===== config.mk =====
export PLATFORM = sky130hd
export DESIGN_NAME = josephus_elimination_order_unit
export DESIGN_NICKNAME = d
export VERILOG_FILES = /design/src/rtl/jeo_pkg.sv /design/src/rtl/jeo_ring_cell.sv /design/src/rtl/josephus_elimination_order_unit.sv
export VERILOG_INCLUDE_DIRS = /design/src /design/src/rtl
export SDC_FILE = /design/constraint.sdc
export NUM_CORES = 1
export LEC_CHECK = 0
export BUFFER_PORTS_ARGS = -buffer_cell sky130_fd_sc_hd__buf_2
export CAP_MARGIN = 20
export CELL_PAD_IN_SITES_DETAIL_PLACEMENT = 1
export CELL_PAD_IN_SITES_GLOBAL_PLACEMENT = 1
export CORE_ASPECT_RATIO = 2
export CORE_MARGIN = 2
export CORE_UTILIZATION = 25
export DETAILED_ROUTE_END_ITERATION = 12
export GPL_TIMING_DRIVEN = 0
export PLACE_DENSITY = 0.51
export SLEW_MARGIN = 20
export SYNTH_ARGS = -nofsm -noshare
export SYNTH_HDL_FRONTEND = slang
export SYNTH_SLANG_ARGS = --single-unit

===== constraint.sdc =====
create_clock -name aclk -period 3.3 [get_ports aclk]
set_clock_uncertainty 0.05 [all_clocks]
set_input_delay 0.66 -clock aclk [delete_from_list [all_inputs] [get_ports aclk]]
set_output_delay 0.66 -clock aclk [all_outputs]
set_load 0.01 [all_outputs]

===== src/rtl/josephus_elimination_order_unit_macros.svh =====
// assertion helpers for the josephus elimination order unit
`ifndef JOSEPHUS_ELIMINATION_ORDER_UNIT_MACROS_SVH
`define JOSEPHUS_ELIMINATION_ORDER_UNIT_MACROS_SVH

`ifndef SYNTHESIS
// same-cycle implication, checked outside reset
`define JEO_ASSERT_IMPL(name, clk, rstn, ante, cons, msg) \
    name: assert property (@(posedge clk) disable iff (!(rstn)) (ante) |-> (cons)) \
        else $error(msg);
// next-cycle implication, checked outside reset
`define JEO_ASSERT_NEXT(name, clk, rstn, ante, cons, msg) \
    name: assert property (@(posedge clk) disable iff (!(rstn)) (ante) |=> (cons)) \
        else $error(msg);
`else
`define JEO_ASSERT_IMPL(name, clk, rstn, ante, cons, msg)
`define JEO_ASSERT_NEXT(name, clk, rstn, ante, cons, msg)
`endif

`endif


===== src/rtl/jeo_pkg.sv =====
`default_nettype none

package jeo_pkg;

    // field widths of the streams
    localparam int NUM_PEOPLE_W = 7;
    localparam int STEP_W       = 8;
    localparam int START_W      = 8;
    localparam int LABEL_W      = 7;
    localparam int IN_TDATA_W   = 24;
    localparam int OUT_TDATA_W  = 8;

    // per-cycle command broadcast to every ring cell
    typedef struct packed {
        logic load;
        logic rotate;
        logic pop;
    } cell_ctl_t;

endpackage

`default_nettype wire


===== src/rtl/jeo_ring_cell.sv =====
`default_nettype none

module jeo_ring_cell #(
    parameter int LBL_W      = 7,
    parameter int CELL_INDEX = 0
) (
    input  wire                 aclk,
    input  wire                 aresetn,
    input  jeo_pkg::cell_ctl_t  ctl,
    input  wire  [LBL_W-1:0]    ring_len,
    input  wire  [LBL_W-1:0]    head_label,
    input  wire  [LBL_W-1:0]    nxt_label,
    input  wire                 nxt_valid,
    output logic [LBL_W-1:0]    label_o,
    output logic                valid_o
);

    logic [LBL_W-1:0] label_reg;
    logic [LBL_W-1:0] label_next;
    logic             valid_reg;
    logic             valid_next;

    always_comb begin
        label_next = label_reg;
        valid_next = valid_reg;
        if (ctl.load) begin
            valid_next = (LBL_W'(CELL_INDEX) < ring_len);
            label_next = LBL_W'(CELL_INDEX + 1);
        end else if (ctl.pop) begin
            label_next = nxt_label;
            valid_next = nxt_valid;
        end else if (ctl.rotate) begin
            // the last occupied cell wraps around to the head
            label_next = nxt_valid ? nxt_label : head_label;
        end
    end

    always_ff @(posedge aclk) begin
        if (!aresetn) begin
            valid_reg <= 1'b0;
        end else begin
            valid_reg <= valid_next;
        end
    end

    always_ff @(posedge aclk) begin
        label_reg <= label_next;
    end

    assign label_o = label_reg;
    assign valid_o = valid_reg;

endmodule

`default_nettype wire


===== src/rtl/josephus_elimination_order_unit.sv =====
// josephus elimination order unit
//
// input channel s_*: one item per run, tdata = {start_pos[22:15], step[14:7],
// num_people[6:0]}; s_tready is high only while no run is in progress.
// output channel m_*: one item per person, label in tdata[6:0]; the survivor
// comes last with m_tlast set. a run of n people gives n items.
// a count of zero starts no run, a count above MAX_PEOPLE is saturated, a
// step of zero acts as one and a start of zero selects person n.
// the ring is a row of MAX_PEOPLE cells that shift by one position a cycle while rotating;
// the head cell is always the person counted next.
// sequence: a load, then alignment rotations up to the start position (to
// person n for a start of zero), then for each removed person step - 1
// rotations, one count check and one emit, and a count check and an emit
// for the survivor, the single-position rotation of the cell row setting
// the pace.
// the result sits in an output register; while m_tready is low the ring
// freezes at the emit point and nothing is lost or repeated.
// synchronous active-low reset empties the ring and drops any pending item.
`default_nettype none
`include "josephus_elimination_order_unit_macros.svh"

module josephus_elimination_order_unit #(
    parameter int MAX_PEOPLE = 64
) (
    input  wire                                  aclk,
    input  wire                                  aresetn,
    // num_people[6:0], step[14:7], start_pos[22:15], zero pad
    input  wire  [jeo_pkg::IN_TDATA_W-1:0]       s_tdata,
    input  wire                                  s_tvalid,
    output logic                                 s_tready,
    // label[6:0], zero pad
    output logic [jeo_pkg::OUT_TDATA_W-1:0]      m_tdata,
    output logic                                 m_tlast,
    output logic                                 m_tvalid,
    input  wire                                  m_tready
);

    // ring counts and labels share one width
    localparam int CNT_W = $clog2(MAX_PEOPLE + 1);
    localparam int CMP_W = (CNT_W > jeo_pkg::NUM_PEOPLE_W) ? CNT_W : jeo_pkg::NUM_PEOPLE_W;

    typedef enum logic [3:0] {
        ST_IDLE  = 4'b0001,
        ST_ALIGN = 4'b0010,
        ST_SKIP  = 4'b0100,
        ST_EMIT  = 4'b1000
    } state_t;

    state_t                      state_reg, state_next;
    logic [jeo_pkg::STEP_W-1:0]  rot_cnt_reg, rot_cnt_next;
    logic [jeo_pkg::STEP_W-1:0]  step_m1_reg, step_m1_next;
    logic [CNT_W-1:0]            rem_reg, rem_next;
    logic                        m_valid_reg, m_valid_next;
    logic [jeo_pkg::LABEL_W-1:0] m_label_reg, m_label_next;
    logic                        m_last_reg, m_last_next;

    // input field unpacking
    logic [jeo_pkg::NUM_PEOPLE_W-1:0] in_num;
    logic [jeo_pkg::STEP_W-1:0]       in_step;
    logic [jeo_pkg::START_W-1:0]      in_start;
    logic [CMP_W-1:0]                 n_wide;
    logic [CMP_W-1:0]                 n_sat;
    logic [CNT_W-1:0]                 n_eff;
    logic [jeo_pkg::STEP_W-1:0]       align_cnt;

    assign in_num   = s_tdata[jeo_pkg::NUM_PEOPLE_W-1:0];
    assign in_step  = s_tdata[jeo_pkg::NUM_PEOPLE_W +: jeo_pkg::STEP_W];
    assign in_start = s_tdata[jeo_pkg::NUM_PEOPLE_W + jeo_pkg::STEP_W +: jeo_pkg::START_W];

    assign n_wide = CMP_W'(in_num);
    assign n_sat  = (n_wide > CMP_W'(MAX_PEOPLE)) ? CMP_W'(MAX_PEOPLE) : n_wide;
    assign n_eff  = CNT_W'(n_sat);
    // start of zero selects the last person
    assign align_cnt = (in_start == '0) ? jeo_pkg::STEP_W'(n_sat - CMP_W'(1))
                                        : in_start - jeo_pkg::STEP_W'(1);

    // cell row
    jeo_pkg::cell_ctl_t ctl;
    logic [CNT_W-1:0]   cell_label [MAX_PEOPLE];
    logic [MAX_PEOPLE-1:0] cell_valid;
    logic [CNT_W-1:0]   head_label;

    assign head_label = cell_label[0];

    for (genvar gi = 0; gi < MAX_PEOPLE; gi++) begin : g_cell
        logic [CNT_W-1:0] nxt_label;
        logic             nxt_valid;
        if (gi == MAX_PEOPLE - 1) begin : g_end
            assign nxt_label = head_label;
            assign nxt_valid = 1'b0;
        end else begin : g_mid
            assign nxt_label = cell_label[gi+1];
            assign nxt_valid = cell_valid[gi+1];
        end
        jeo_ring_cell #(
            .LBL_W      (CNT_W),
            .CELL_INDEX (gi)
        ) u_cell (
            .aclk       (aclk),
            .aresetn    (aresetn),
            .ctl        (ctl),
            .ring_len   (n_eff),
            .head_label (head_label),
            .nxt_label  (nxt_label),
            .nxt_valid  (nxt_valid),
            .label_o    (cell_label[gi]),
            .valid_o    (cell_valid[gi])
        );
    end

    logic out_free;
    assign out_free = !m_valid_reg || m_tready;
    assign s_tready = (state_reg == ST_IDLE);

    always_comb begin
        state_next   = state_reg;
        rot_cnt_next = rot_cnt_reg;
        step_m1_next = step_m1_reg;
        rem_next     = rem_reg;
        m_label_next = m_label_reg;
        m_last_next  = m_last_reg;
        m_valid_next = m_tready ? 1'b0 : m_valid_reg;
        ctl          = '0;
        case (state_reg)
            ST_IDLE: begin
                if (s_tvalid && (in_num != '0)) begin
                    ctl.load     = 1'b1;
                    rem_next     = n_eff;
                    rot_cnt_next = align_cnt;
                    step_m1_next = (in_step == '0) ? '0 : in_step - jeo_pkg::STEP_W'(1);
                    state_next   = ST_ALIGN;
                end
            end
            ST_ALIGN: begin
                if (rot_cnt_reg == '0) begin
                    rot_cnt_next = step_m1_reg;
                    state_next   = ST_SKIP;
                end else begin
                    ctl.rotate   = 1'b1;
                    rot_cnt_next = rot_cnt_reg - jeo_pkg::STEP_W'(1);
                end
            end
            ST_SKIP: begin
                if ((rot_cnt_reg == '0) || (rem_reg == CNT_W'(1))) begin
                    state_next = ST_EMIT;
                end else begin
                    ctl.rotate   = 1'b1;
                    rot_cnt_next = rot_cnt_reg - jeo_pkg::STEP_W'(1);
                end
            end
            ST_EMIT: begin
                if (out_free) begin
                    m_valid_next = 1'b1;
                    m_label_next = jeo_pkg::LABEL_W'(head_label);
                    m_last_next  = (rem_reg == CNT_W'(1));
                    if (rem_reg == CNT_W'(1)) begin
                        state_next = ST_IDLE;
                    end else begin
                        ctl.pop      = 1'b1;
                        rem_next     = rem_reg - CNT_W'(1);
                        rot_cnt_next = step_m1_reg;
                        state_next   = ST_SKIP;
                    end
                end
            end
            default: begin
                state_next = ST_IDLE;
            end
        endcase
    end

    always_ff @(posedge aclk) begin
        if (!aresetn) begin
            state_reg   <= ST_IDLE;
            rem_reg     <= '0;
            rot_cnt_reg <= '0;
            m_valid_reg <= 1'b0;
        end else begin
            state_reg   <= state_next;
            rem_reg     <= rem_next;
            rot_cnt_reg <= rot_cnt_next;
            m_valid_reg <= m_valid_next;
        end
    end

    // payload, no reset needed
    always_ff @(posedge aclk) begin
        step_m1_reg <= step_m1_next;
        m_label_reg <= m_label_next;
        m_last_reg  <= m_last_next;
    end

    assign m_tvalid = m_valid_reg;
    assign m_tlast  = m_last_reg;
    assign m_tdata  = jeo_pkg::OUT_TDATA_W'(m_label_reg);

    // occupied cells always match the people count during a run
    `JEO_ASSERT_IMPL(a_count_match, aclk, aresetn, state_reg != ST_IDLE, $countones(cell_valid) == rem_reg, "ring occupancy differs from people count")
    // the head cell holds a person whenever a run is active
    `JEO_ASSERT_IMPL(a_head_valid, aclk, aresetn, state_reg != ST_IDLE, cell_valid[0] && (rem_reg != '0), "empty ring head during a run")
    // emitting the survivor ends the run
    `JEO_ASSERT_NEXT(a_survivor_ends, aclk, aresetn, (state_reg == ST_EMIT) && out_free && (rem_reg == CNT_W'(1)), (state_reg == ST_IDLE) && m_tvalid && m_tlast, "survivor emit did not end the run")
    // a non-final emit never sets the last flag
    `JEO_ASSERT_NEXT(a_no_early_last, aclk, aresetn, (state_reg == ST_EMIT) && out_free && (rem_reg != CNT_W'(1)), m_tvalid && !m_tlast, "last flag on a removal")

endmodule

`default_nettype wire

==> results.md <==
- # H-tree levels: 2
- Die height: 470 microns
- Number of clock sinks: 547
- HPWL reported at the end of detailed placement: roughly 110000 microns
- Asr flop ratio synth: 0%
- Leading area contributor after synthesis: dfxtp_1
- Total GRT Usage: between 20% and 30%
- Initial antenna violation count: 2
- Mean post-synth cell area: roughly 8.1 sq um
- Total number of vias: 28300
- Leak: 10.4 nW
- Synth top area cells: dfxtp_1 (39%), o21ai_0 (8.9%), nor3_1 (8.8%)
- Post-synth net total: 3389
- Synthesis-stage register bit count: 547
- Final Power: 31.2 mW
- Area share of the largest cell type after synthesis: 39.2%
- Clock Path Buffers: 3
- Worst-path maximum fanout: 10
- CTS buffer count: 54
- Syn Inst Count: around 3400
- WP data required: 3.81 ns
- CP Launch Type: register
- Synth Cell Area: 0.0271 sq mm
- Initial core utilization: between 20% and 30%
- Slowest cell delay on critical path: 0.54 ns
- Hold Violations, Final: 0
- Design area: roughly 0.031 sq mm
- Classification of the worst setup path: reg -> reg
- Largest net degree at the start of global routing: 18
- Placed cell areas: 0.0291 sq mm
- WP data arrival: around 3.7 ns
- Clock root buffer: clkbuf_16
- Drt drc: 0
- Period utilization: a little over nine tenths
- Worst-Margin Slew: about 1.3 ns
- Synth Warn #: 0
- Core ar.: 0.107 sq mm
- Max-slew violation count: 0
- Seq/Total Area, Yosys: 41.0%
- RR Startpoint: state_reg[2]
- VDD IR max: ~0.00049 V
- Status: finished clean
- Slew HR: 11.7%
- Hold WC Path Type: in -> reg
- Most common cell in the netlist: dfxtp_1
- Most common library cells after synthesis: dfxtp_1 (531), o21ai_0 (484), nor3_1 (475)
- Fin crit period: 3.22 ns
- PortBufs: 36
- Top Family by Delay on Critical Path: compound AO/OA/AOI/OAI gates
- Std cell rows: 170
- Die width: ~240 microns
- Slowest stage cell, crit path: a221oi_1
- Final setup viols: 0
- Final cell count without fillers: 4881
- Hold Crit Start: s_tdata[7]
- Post-DRT Antenna Nets: 0
- Cells after DPL: 4767
- Vias in the first global route: 30200
- Top-Level Pins: 39
- Ratio of cells with drive above 1 in the final layout: 11.1%
- DR WL/cell: 30.3 microns
- Post-Route WL: 148000 microns
- Die area: 0.111 sq mm
- Grt ovf: 0
- Drt first pass iters: 5
- Area grow syn2layout: 15.2%
- Number of flip-flops under the largest register name: 448
- Distinct cells, synth: 71
- Initial DRC count: 1622
- Routability congestion estimate: 0.890
- CP startpoint: state_reg[2]
- Clock transition at path regs: around 0.080 ns
- Final Net Count: between 3000 and 4000
- Cells along the critical path: buf_2 > or4b_1 > buf_2 > a21oi_1 > o22ai_1 > buf_4 > buf_6 > buf_6 > a221oi_1 > o21ai_1
- Buf/Inv on CP: 5
- Pwr per Cell Area: 998 mW/mm^2
- Maximum clock rate: 0.310 GHz
- Crit. End Element: register
- TritonCTS clock tree: built
- First-pass GRT wire length: ~220000 microns
- Max-cap violations: 0
- DR vias/cell: 5.80
- Post-synth top flop: dfxtp_1
- Number of flops mapped to enable cells by yosys: 16
- Worst skew pair latency: 0.68 ns
repair_timing:
action,CTS,global route
buffers inserted,5,7
endpoints found under the setup margin,467,218
pin swaps,2,2
hold buffers,0,0
endpoints found under the hold margin,0,0
gates resized for setup,43,60
report_power, final:
part / internal, mW / switching (mW)
sequential: 8.89 / 1.44
clock: 3.75 / 3.11
combinational: 4.43 / 9.55
total: 17.1 / 14.1
path summary, 6_finish.rpt:
check	endpoint	slack, ns	cells past startpoint
max	g_cell[60].u_cell.label_o[3]	0.08	10
min	step_m1_reg[0]	0.26	2
max reg2reg	g_cell[60].u_cell.label_o[3]	0.08	10
min reg2reg	m_label_reg[0]	0.38	0
logic make-up (layout without fill, tap and decap cells):
logic type / after synthesis / in the layout / synth area share (%)
AOI/OAI and AO/OA: 1335 / 1335 / 33.9
and+or+nand+nor: 981 / 981 / 16.7
DFF: 547 / 547 / 41.0
buffers and inverters: 463 / 614 / 7.54
xor gates and xnor gates: 13 / 13 / 0.420
adders and majority gates: 9 / 9 / 0.415
muxes: 3 / 3 / 0.111
other: 1 / 3 / 0.0138
layer usage:
layer / global-route usage [%] / vias to the layer above / share of wire (%)
met5: 0 / - / 0
met4: 20.2 / 0 / 9.0
met2: 49.2 / 606 / 53
met1: 25.6 / 14400 / 35
met3: 2.81 / 334 / 2.9
li1: - / 13000 / -
cell type report:
cell class	instances	area [sq um]
Fill cell	12800	76200
Multi-Input combinational cell	2342	14100
Sequential cell	547	11100
Buffer	444	2100
Tap cell	1376	1720
Clock buffer	87	1660
Timing Repair Buffer	51	317
Clock inverter	13	171
Inverter	19	71.3
Antenna cell	2	5.00
cells in the final DEF, fill, tap and decap left out, types with 8 or more instances in the layout:
cell       instances
o21ai_0          481
a311oi_1         252
a21oi_1           77
xor2_1             8
buf_4             21
nor2_1           122
clkbuf_8          12
buf_6             19
a221oi_2           9
a31oi_1           10
clkbuf_16         57
edfxtp_1          16
inv_1             18
clkbuf_2          41
o21a_1           192
buf_1             11
nor3_1           473
o21ai_1           29
a221oi_1         208
nand3_1           23
dfxtp_1          531
nor4_1             9
o211ai_1          19
nand2_1          300
clkbuf_1         226
ha_1               9
buf_2            186
metrics by stage:
stage	TNS (ns)	hold WS (ns)	worst slack, ns	util, %
after global routing	-0.00163	0.271	-0.00163	29.1
after global placement	-252.97	0.367	-0.837	27.0
after CTS	-0.000211	0.239	-0.000211	28.9
after floorplan	0	0.356	0.725	-
after detailed placement	-255.87	0.364	-0.855	27.1
final	0	0.261	0.0786	29.1
Note: power is estimated with default switching activity, not from simulation.
